[src/rtl/spq_pkg.sv]
`timescale 1ns / 1ps
// spq_pkg: shared types and codes of the sorted priority queue
// used by the channel interfaces, the slot cell and the top level

package spq_pkg;

  typedef logic signed [31:0] spq_value_t;
  typedef logic signed [15:0] spq_prio_t;

  localparam logic CMD_INSERT = 1'b0;
  localparam logic CMD_REMOVE = 1'b1;

  localparam int COUNT_OUT_W = 5;

  typedef enum logic [1:0] {
    ST_DONE      = 2'd0,
    ST_UNDERFLOW = 2'd1,
    ST_OVERFLOW  = 2'd2
  } spq_status_t;

  // broadcast from the top level to every slot cell
  typedef struct packed {
    logic       ins;
    logic       rm;
    spq_value_t value;
    spq_prio_t  prio;
  } spq_ctl_t;

endpackage

[src/rtl/spq_in_if.sv]
`timescale 1ns / 1ps
// spq_in_if: request channel of the sorted priority queue
// depends on spq_pkg

interface spq_in_if
  import spq_pkg::*;
  ();
  logic       valid;
  logic       ready;
  logic       cmd;
  spq_value_t item_value;
  spq_prio_t  item_priority;

  modport source (output valid, cmd, item_value, item_priority, input ready);
  modport sink (input valid, cmd, item_value, item_priority, output ready);
endinterface

[src/rtl/spq_out_if.sv]
`timescale 1ns / 1ps
// spq_out_if: result channel of the sorted priority queue
// depends on spq_pkg

interface spq_out_if
  import spq_pkg::*;
  ();
  logic                   valid;
  logic                   ready;
  spq_value_t             removed_value;
  spq_prio_t              removed_priority;
  logic [1:0]             status;
  logic [COUNT_OUT_W-1:0] entry_count;

  modport source (output valid, removed_value, removed_priority, status, entry_count,
                  input ready);
  modport sink (input valid, removed_value, removed_priority, status, entry_count,
                output ready);
endinterface

[src/rtl/spq_cell.sv]
`timescale 1ns / 1ps
// spq_cell: one slot of the sorted shift-register queue
// depends on spq_pkg; instantiated in a row by sorted_priority_queue

module spq_cell
  import spq_pkg::*;
(
  input  logic       clk,
  input  spq_ctl_t   ctl_i,
  input  logic       occupied_i,
  input  logic       prev_stay_i,
  input  spq_value_t prev_value_i,
  input  spq_prio_t  prev_prio_i,
  input  spq_value_t next_value_i,
  input  spq_prio_t  next_prio_i,
  output logic       stay_o,
  output spq_value_t value_o,
  output spq_prio_t  prio_o
);

  spq_value_t value_r, value_nxt;
  spq_prio_t  prio_r, prio_nxt;

  // entry stays put on insert when it is at or below the new priority
  assign stay_o  = occupied_i && (prio_r <= ctl_i.prio);
  assign value_o = value_r;
  assign prio_o  = prio_r;

  always_comb begin
    value_nxt = value_r;
    prio_nxt  = prio_r;
    if (ctl_i.ins && !stay_o) begin
      if (prev_stay_i) begin
        value_nxt = ctl_i.value;
        prio_nxt  = ctl_i.prio;
      end else begin
        value_nxt = prev_value_i;
        prio_nxt  = prev_prio_i;
      end
    end else if (ctl_i.rm) begin
      value_nxt = next_value_i;
      prio_nxt  = next_prio_i;
    end
  end

  always_ff @(posedge clk) begin
    value_r <= value_nxt;
    prio_r  <= prio_nxt;
  end

endmodule

[src/rtl/sorted_priority_queue.sv]
`timescale 1ns / 1ps
// sorted_priority_queue: bounded priority queue, smallest priority at the head
// usage:
//   in_ch carries a request: cmd (insert or remove), item_value, item_priority.
//   out_ch returns one result per request: the removed value and priority
//   (zero unless a remove succeeded), a status (done, underflow, overflow)
//   and the entry count after the request.
//   entries live in a row of QUEUE_DEPTH slot cells; on every request all
//   cells compare their priority with the new one in parallel and each cell
//   keeps, loads the new entry or takes its neighbor's entry.
//   equal priorities leave in arrival order.
//   the result is registered and valid in the cycle after acceptance.
//   throughput: one request per cycle while the receiver keeps ready high.
//   a request is accepted while the result register is empty or being taken,
//   so a stalled receiver holds the result and stalls the input behind it.
//   reset empties the queue and the result register; slot contents are left
//   as they are and are only read below the entry count.
// depends on spq_pkg, spq_in_if, spq_out_if and spq_cell

module sorted_priority_queue
  import spq_pkg::*;
#(
  parameter int QUEUE_DEPTH = 16
) (
  input logic       clk,
  input logic       rst_n,
  spq_in_if.sink    in_ch,
  spq_out_if.source out_ch
);

  localparam int CNT_W = $clog2(QUEUE_DEPTH + 1);

  logic [CNT_W-1:0] count_r, count_nxt;
  logic             out_valid_r;
  spq_value_t       out_value_r;
  spq_prio_t        out_prio_r;
  spq_status_t      out_status_r;
  logic [COUNT_OUT_W-1:0] out_count_r;

  logic             accept;
  logic             full;
  logic             empty;
  spq_ctl_t         ctl;
  spq_status_t      status_nxt;
  logic [CNT_W+COUNT_OUT_W-1:0] count_ext;

  logic       stay [QUEUE_DEPTH];
  spq_value_t cell_value [QUEUE_DEPTH];
  spq_prio_t  cell_prio [QUEUE_DEPTH];

  assign in_ch.ready = !out_valid_r || out_ch.ready;
  assign accept      = in_ch.valid && in_ch.ready;
  assign full        = (count_r == CNT_W'(QUEUE_DEPTH));
  assign empty       = (count_r == '0);

  always_comb begin
    ctl.value  = in_ch.item_value;
    ctl.prio   = in_ch.item_priority;
    ctl.ins    = accept && (in_ch.cmd == CMD_INSERT) && !full;
    ctl.rm     = accept && (in_ch.cmd == CMD_REMOVE) && !empty;
    count_nxt  = count_r;
    status_nxt = ST_DONE;
    if (in_ch.cmd == CMD_INSERT) begin
      if (full) status_nxt = ST_OVERFLOW;
      else      count_nxt  = count_r + 1'b1;
    end else begin
      if (empty) status_nxt = ST_UNDERFLOW;
      else       count_nxt  = count_r - 1'b1;
    end
    count_ext = {{COUNT_OUT_W{1'b0}}, count_nxt};
  end

  for (genvar i = 0; i < QUEUE_DEPTH; i++) begin : g_cell
    logic       prev_stay;
    spq_value_t prev_value, next_value;
    spq_prio_t  prev_prio, next_prio;

    if (i == 0) begin : g_head
      assign prev_stay  = 1'b1;
      assign prev_value = cell_value[i];
      assign prev_prio  = cell_prio[i];
    end else begin : g_body
      assign prev_stay  = stay[i-1];
      assign prev_value = cell_value[i-1];
      assign prev_prio  = cell_prio[i-1];
    end

    if (i == QUEUE_DEPTH - 1) begin : g_tail
      assign next_value = cell_value[i];
      assign next_prio  = cell_prio[i];
    end else begin : g_mid
      assign next_value = cell_value[i+1];
      assign next_prio  = cell_prio[i+1];
    end

    spq_cell u_cell (
      .clk          (clk),
      .ctl_i        (ctl),
      .occupied_i   (count_r > CNT_W'(i)),
      .prev_stay_i  (prev_stay),
      .prev_value_i (prev_value),
      .prev_prio_i  (prev_prio),
      .next_value_i (next_value),
      .next_prio_i  (next_prio),
      .stay_o       (stay[i]),
      .value_o      (cell_value[i]),
      .prio_o       (cell_prio[i])
    );
  end

  always_ff @(posedge clk) begin
    if (!rst_n) begin
      count_r     <= '0;
      out_valid_r <= 1'b0;
    end else begin
      if (accept) begin
        count_r     <= count_nxt;
        out_valid_r <= 1'b1;
      end else if (out_ch.ready) begin
        out_valid_r <= 1'b0;
      end
    end
  end

  always_ff @(posedge clk) begin
    if (accept) begin
      out_value_r  <= ctl.rm ? cell_value[0] : '0;
      out_prio_r   <= ctl.rm ? cell_prio[0] : '0;
      out_status_r <= status_nxt;
      out_count_r  <= count_ext[COUNT_OUT_W-1:0];
    end
  end

  assign out_ch.valid            = out_valid_r;
  assign out_ch.removed_value    = out_value_r;
  assign out_ch.removed_priority = out_prio_r;
  assign out_ch.status           = out_status_r;
  assign out_ch.entry_count      = out_count_r;

`ifndef SYNTH
  a_count_bound: assert property (@(posedge clk) disable iff (!rst_n)
    count_r <= CNT_W'(QUEUE_DEPTH))
    else $error("entry count above queue depth");

  a_overflow_full: assert property (@(posedge clk) disable iff (!rst_n)
    out_valid_r && (out_status_r == ST_OVERFLOW) |-> full)
    else $error("overflow reported while queue not full");

  a_underflow_empty: assert property (@(posedge clk) disable iff (!rst_n)
    out_valid_r && (out_status_r == ST_UNDERFLOW) |-> empty)
    else $error("underflow reported while queue not empty");

  a_insert_count: assert property (@(posedge clk) disable iff (!rst_n)
    ctl.ins |=> count_r == $past(count_r) + 1'b1)
    else $error("insert did not advance entry count");

  a_remove_count: assert property (@(posedge clk) disable iff (!rst_n)
    ctl.rm |=> count_r == $past(count_r) - 1'b1)
    else $error("remove did not lower entry count");
`endif

endmodule

[src/flat_wrapper.sv]
// flat-port wrapper written by rule: the top's interface ports become plain ports
module sorted_priority_queue_flat import spq_pkg::*;
#(
  parameter int QUEUE_DEPTH = 16
)
  (clk, rst_n, in_ch_valid, in_ch_cmd, in_ch_item_value, in_ch_item_priority, in_ch_ready, out_ch_valid, out_ch_removed_value, out_ch_removed_priority, out_ch_status, out_ch_entry_count, out_ch_ready);
  spq_in_if in_ch_i ();
  spq_out_if out_ch_i ();
  input logic clk;
  input logic rst_n;
  input wire logic [$bits(in_ch_i.valid)-1:0] in_ch_valid;
  input wire logic [$bits(in_ch_i.cmd)-1:0] in_ch_cmd;
  input wire logic [$bits(in_ch_i.item_value)-1:0] in_ch_item_value;
  input wire logic [$bits(in_ch_i.item_priority)-1:0] in_ch_item_priority;
  output wire logic [$bits(in_ch_i.ready)-1:0] in_ch_ready;
  output wire logic [$bits(out_ch_i.valid)-1:0] out_ch_valid;
  output wire logic [$bits(out_ch_i.removed_value)-1:0] out_ch_removed_value;
  output wire logic [$bits(out_ch_i.removed_priority)-1:0] out_ch_removed_priority;
  output wire logic [$bits(out_ch_i.status)-1:0] out_ch_status;
  output wire logic [$bits(out_ch_i.entry_count)-1:0] out_ch_entry_count;
  input wire logic [$bits(out_ch_i.ready)-1:0] out_ch_ready;
  assign in_ch_i.valid = in_ch_valid;
  assign in_ch_i.cmd = in_ch_cmd;
  assign in_ch_i.item_value = in_ch_item_value;
  assign in_ch_i.item_priority = in_ch_item_priority;
  assign in_ch_ready = in_ch_i.ready;
  assign out_ch_valid = out_ch_i.valid;
  assign out_ch_removed_value = out_ch_i.removed_value;
  assign out_ch_removed_priority = out_ch_i.removed_priority;
  assign out_ch_status = out_ch_i.status;
  assign out_ch_entry_count = out_ch_i.entry_count;
  assign out_ch_i.ready = out_ch_ready;
  sorted_priority_queue #(.QUEUE_DEPTH(QUEUE_DEPTH)) u_core (.clk(clk), .rst_n(rst_n), .in_ch(in_ch_i), .out_ch(out_ch_i));
endmodule
[config.mk]
export PLATFORM = sky130hd
export DESIGN_NAME = sorted_priority_queue_flat
export DESIGN_NICKNAME = d
export VERILOG_FILES = /design/src/rtl/spq_pkg.sv /design/src/rtl/spq_in_if.sv /design/src/rtl/spq_out_if.sv /design/src/rtl/spq_cell.sv /design/src/rtl/sorted_priority_queue.sv /design/src/flat_wrapper.sv
export SDC_FILE = /design/constraint.sdc
export NUM_CORES = 2
export LEC_CHECK = 0
export CORE_ASPECT_RATIO = 1.1
export CORE_MARGIN = 3
export CORE_UTILIZATION = 40
export CTS_BUF_LIST = sky130_fd_sc_hd__clkbuf_16
export DETAILED_ROUTE_END_ITERATION = 7
export DONT_BUFFER_PORTS = 1
export HOLD_SLACK_MARGIN = 0.03
export PLACE_DENSITY = 0.55
export SKIP_CTS_REPAIR_TIMING = 1
export SLEW_MARGIN = 20
export SYNTH_ARGS = -nofsm -noshare
export SYNTH_HDL_FRONTEND = slang
export SYNTH_HIERARCHICAL = 1
export SYNTH_SLANG_ARGS = --single-unit
[constraint.sdc]
create_clock -name clk -period 10.5 [get_ports clk]
set_clock_uncertainty 0.1 [all_clocks]
set_input_delay 0.525 -clock clk [delete_from_list [all_inputs] [get_ports clk]]
set_output_delay 0.525 -clock clk [all_outputs]
set_load 0.01 [all_outputs]
Yosys cells after proc, flatten, opt, wreduce, memory -nomap -nowiden
Index checks and enable logic that the tools add are counted.
W data, S select, Z words.

storage, ports and cells
  bits in registers = 829

cells by class
  reduce and logical (&&, ||, !) cells = 74
  equal/unequal tests = 1
  bitwise gates (word level) = 1
  add/subtract/negate cells = 2
  muxes and demuxes = 98
  order comparisons = 32

operators with widths
  kind                   number
  $mux W32               45
  $mux W16               45
  $le A16 B16 Y1         16
  $gt A5 B4 Y1 const B   8
  $logic_and A1 B1 Y1    37
  $reduce_bool A2 Y1     16
  $gt A5 B3 Y1 const B   4
  $logic_not A1 Y1       19
  $mux W5                3
  $gt A5 B1 Y1 const B   2
  $gt A5 B2 Y1 const B   2
  $add A5 B1 Y5 const B  1
  $eq A5 B5 Y1 const B   1
  $logic_not A5 Y1       1
  $sub A5 B1 Y5 const B  1
  $mux W2                2
  $mux W1                3
  $logic_or A1 B1 Y1     1
  $not A1 Y1             1

Longest topological paths before layout
  depth in word-level cells = 7
  gate-level depth with buffers = 12

Cells and area by module
Netlist, hierarchy kept.

modules (own cells, without submodules)
  module                                  area an instance (µm²)  cells each  instances
  spq_cell (u_core.g_cell[0].u_cell ...)  3120.5                  221         10
  spq_cell (u_core.g_cell[4].u_cell ...)  3041.7                  218         6
  sorted_priority_queue                   2792.7                  222         1

Worst setup path before layout
Ideal clock, no wire load.

  path type = register -> register
  start point = register u_core.count_r[0]
  end point = register u_core.g_cell[4].u_cell.prio_r[0], enable pin
  setup slack = 3971 ps
  buffers on the path = 3
  cell stages (with the launch flop) = 12
  arrival = 6015 ps
  path through = dfxtp_1 -> clkbuf_1 -> inv_1 -> ha_1 -> nand4bb_1 -> nor3b_1 -> nand3_1 -> a31oi_1 -> a311oi_2 -> buf_4 -> buf_6 -> nand2b_1

RTL lines
  what                    RTL line                      RTL
  from (decl)             sorted_priority_queue.sv:33   logic [CNT_W-1:0] count_r, count_nxt;
  from (signal assigned)  sorted_priority_queue.sv:117  count_r <= count_nxt;
  to (signal assigned)    spq_cell.sv:48                prio_r <= prio_nxt;
  to (decl)               spq_cell.sv:22                spq_prio_t prio_r, prio_nxt;

==> results by group <==
Outcome
  • Status: completed

Die
  • Num rows: 138
  • Die Area: 134900 um^2
  • IO Count: 110
  • Die Y: 385.0 um
  • Starting Density: 40.44%
  • Area of the core: 129200 um^2
  • Chip width: 350.5 um

Worst setup path
  • CP most frequent cell: buf_4
  • Critical path fanouts, max: 49
  • Crit path required time: 10720 ps
  • Arr. time, crit path: 5260 ps
  • CP max stage cell: buf_4
  • Worst R2R Setup Slack: 5460 ps
  • Max incr delay on CP: 580 ps
  • Cells along the critical path: inv_1 -> ha_1 -> nand4bb_1 -> nor3b_2 -> buf_4 -> buf_4 -> nand2_1 -> or3b_2 -> nand4_4 -> buf_4 -> or2_2 -> buf_4
  • Element type at the critical path end: register
  • CP Launch Type: register
  • Worst Path Class, Setup: register to register

Synth
  • Number of synthesis warnings: 6
  • Post-Synthesis Cells: 3737
  • Syn Std Cell Area: 52230 um^2
  • Avg Cell Area, Syn: 13.98 um^2

Pwr
  • Sequential share of power: 42.3%
  • Peak supply drop: 0.1418 mV
  • Pleak: 0.02081 uW
  • P_int: 9649 uW
  • P_sw: 4201 uW
  • Clock Power Share: 24.5%
  • Switch share: 30.33%
  • Power Density: 243.0 nW/um^2
  • Total power draw: 13850 uW
  • Logic pwr share: 33.2%

STA
  • Tmin final: 5042 ps
  • Setup TNS: 0 ps
  • Worst-Margin Slew: 1025 ps
  • Final setup violation count: 0
  • Hold slack: 36.00 ps
  • Slew Viols, Final: 0
  • F_max: 198.3 MHz
  • Hold Violations, Final: 0
  • Period utilisation layout: 48.02%
  • RSZ-0062 raised after global routing: false
  • Max-slew headroom: 30.94%

Detailed routing
  • Residual DRC: 0
  • Iter 0 DRT Violations: 2230
  • Vias post-DR: 29270
  • Initial DRT Pass Iterations: 5
  • Final WL: 123000 um
  • Avg WL per Cell: 22.43 um
  • Antenna-violating nets left: 0
  • Via-to-Cell Ratio: 5.338

Global routing
  • Initial antenna violation count: 1
  • Vias in the first global route: 30060
  • Total grt overflow: 0
  • All-Layer GR Usage: 17.99%
  • Largest net degree at the start of global routing: 51
  • First-pass GRT wire length: 189800 um

Clocking
  • Clk pin slew, worst setup/hold paths: 60 ps
  • H-tree depth: 3
  • Clock sink total: 829
  • Root Buffer: clkbuf_16
  • CTS tree: built
  • CTS max path bufs: 3
  • Worst-Skew Late Latency: 680 ps
  • CTS buffer count: 99

Layout
  • Most frequent cells in the layout: 1374 x mux2_2, 823 x edfxtp_1, 306 x inv_1, 262 x ha_1, 101 x clkbuf_16
  • Nets: 4036
  • Ant. Diodes: 0
  • Area Growth Syn to Fin: 9.142%
  • Share of layout cells above drive strength 1: 45.54%
  • FILL cells: 11580
  • Commonest non-fill, non-tap cell in the layout: mux2_2

Place
  • I/O Buffers: 0
  • DP Wirelength: 89040 um
  • Routability cong.: 0.8079

Min path
  • Hold Crit Class: input pin to register

Run
  • Max Cap Viol: 0
==> path summary, 6_finish.rpt <==
check	startpoint	depth (start not counted)	endpoint
min reg2reg	u_core/g_cell[15].u_cell/value_o[10]	1	u_core/g_cell[14].u_cell/value_o[10]
max	u_core/count_r[0]	12	u_core/g_cell[1].u_cell/value_o[23]
max reg2reg	u_core/count_r[0]	12	u_core/g_cell[1].u_cell/value_o[23]
min	rst_n	2	u_core/count_r[3]
==> power by group through the flow <==
stage	registers, uW	logic [uW]	clock network, uW
final	5860	4590	3400
after global routing	5980	5040	3640
after CTS	5860	4630	3520
after detailed placement	5920	4620	0
after global placement	5900	4520	0
after floorplan	5520	3850	0
==> per-stage QoR <==
stage               setup slack (ps)  utilization, %  cells  cell area (um^2)
finish                          5458           44.14   5483             57000
detailed placement              5430           41.65   5297             53790
global route                    5107           44.14   5483             57000
floorplan                       3971               -   3739             52240
CTS                             5418           44.11   5480             56970
global placement                5480           41.64   5297             53780
==> worst max-delay path, delay by kind of cell, from the launching register on <==
family	cells	cell delay, ps
buffers and inverters	5	2100
adder cells (fa/ha/maj)	1	340
flip-flops	1	510
AND/OR/NAND/NOR	6	1590
==> registers in the layout, indices dropped and copies added, names as in the netlist <==
register and count:
u_core/count_r 5, u_core/g_cell.u_cell/prio_o 256, u_core/g_cell.u_cell/value_o 512, u_core/out_ch.entry_count 5
u_core/out_ch.removed_priority 16, u_core/out_ch.removed_value 32, u_core/out_ch.status 2, u_core/out_ch.valid 1
==> cell type report <==
| cell class | count | area [um^2] | share of cell area (%) |
|---|---|---|---|
| well taps | 1680 | 2102 | 3.688 |
| multi-input cells | 2448 | 25390 | 44.54 |
| repair buffers | 54 | 412.9 | 0.7244 |
| clock buffers | 101 | 2527 | 4.434 |
| clock inverters | 82 | 654.4 | 1.148 |
| flip-flops and latches | 829 | 24830 | 43.57 |
| inverters | 289 | 1085 | 1.903 |
==> routing by layer <==
layer	part of all wire, %	global-route usage, %	wire (um)	vias to the layer above
met2	41	26.04	50930	559
met3	4.4	2.720	5472	142
met4	2.2	4.954	2703	0
li1	-	-	-	14150
met5	0	0	0	-
met1	52	27.67	63890	14410
(Power assumes the default switching activity.)
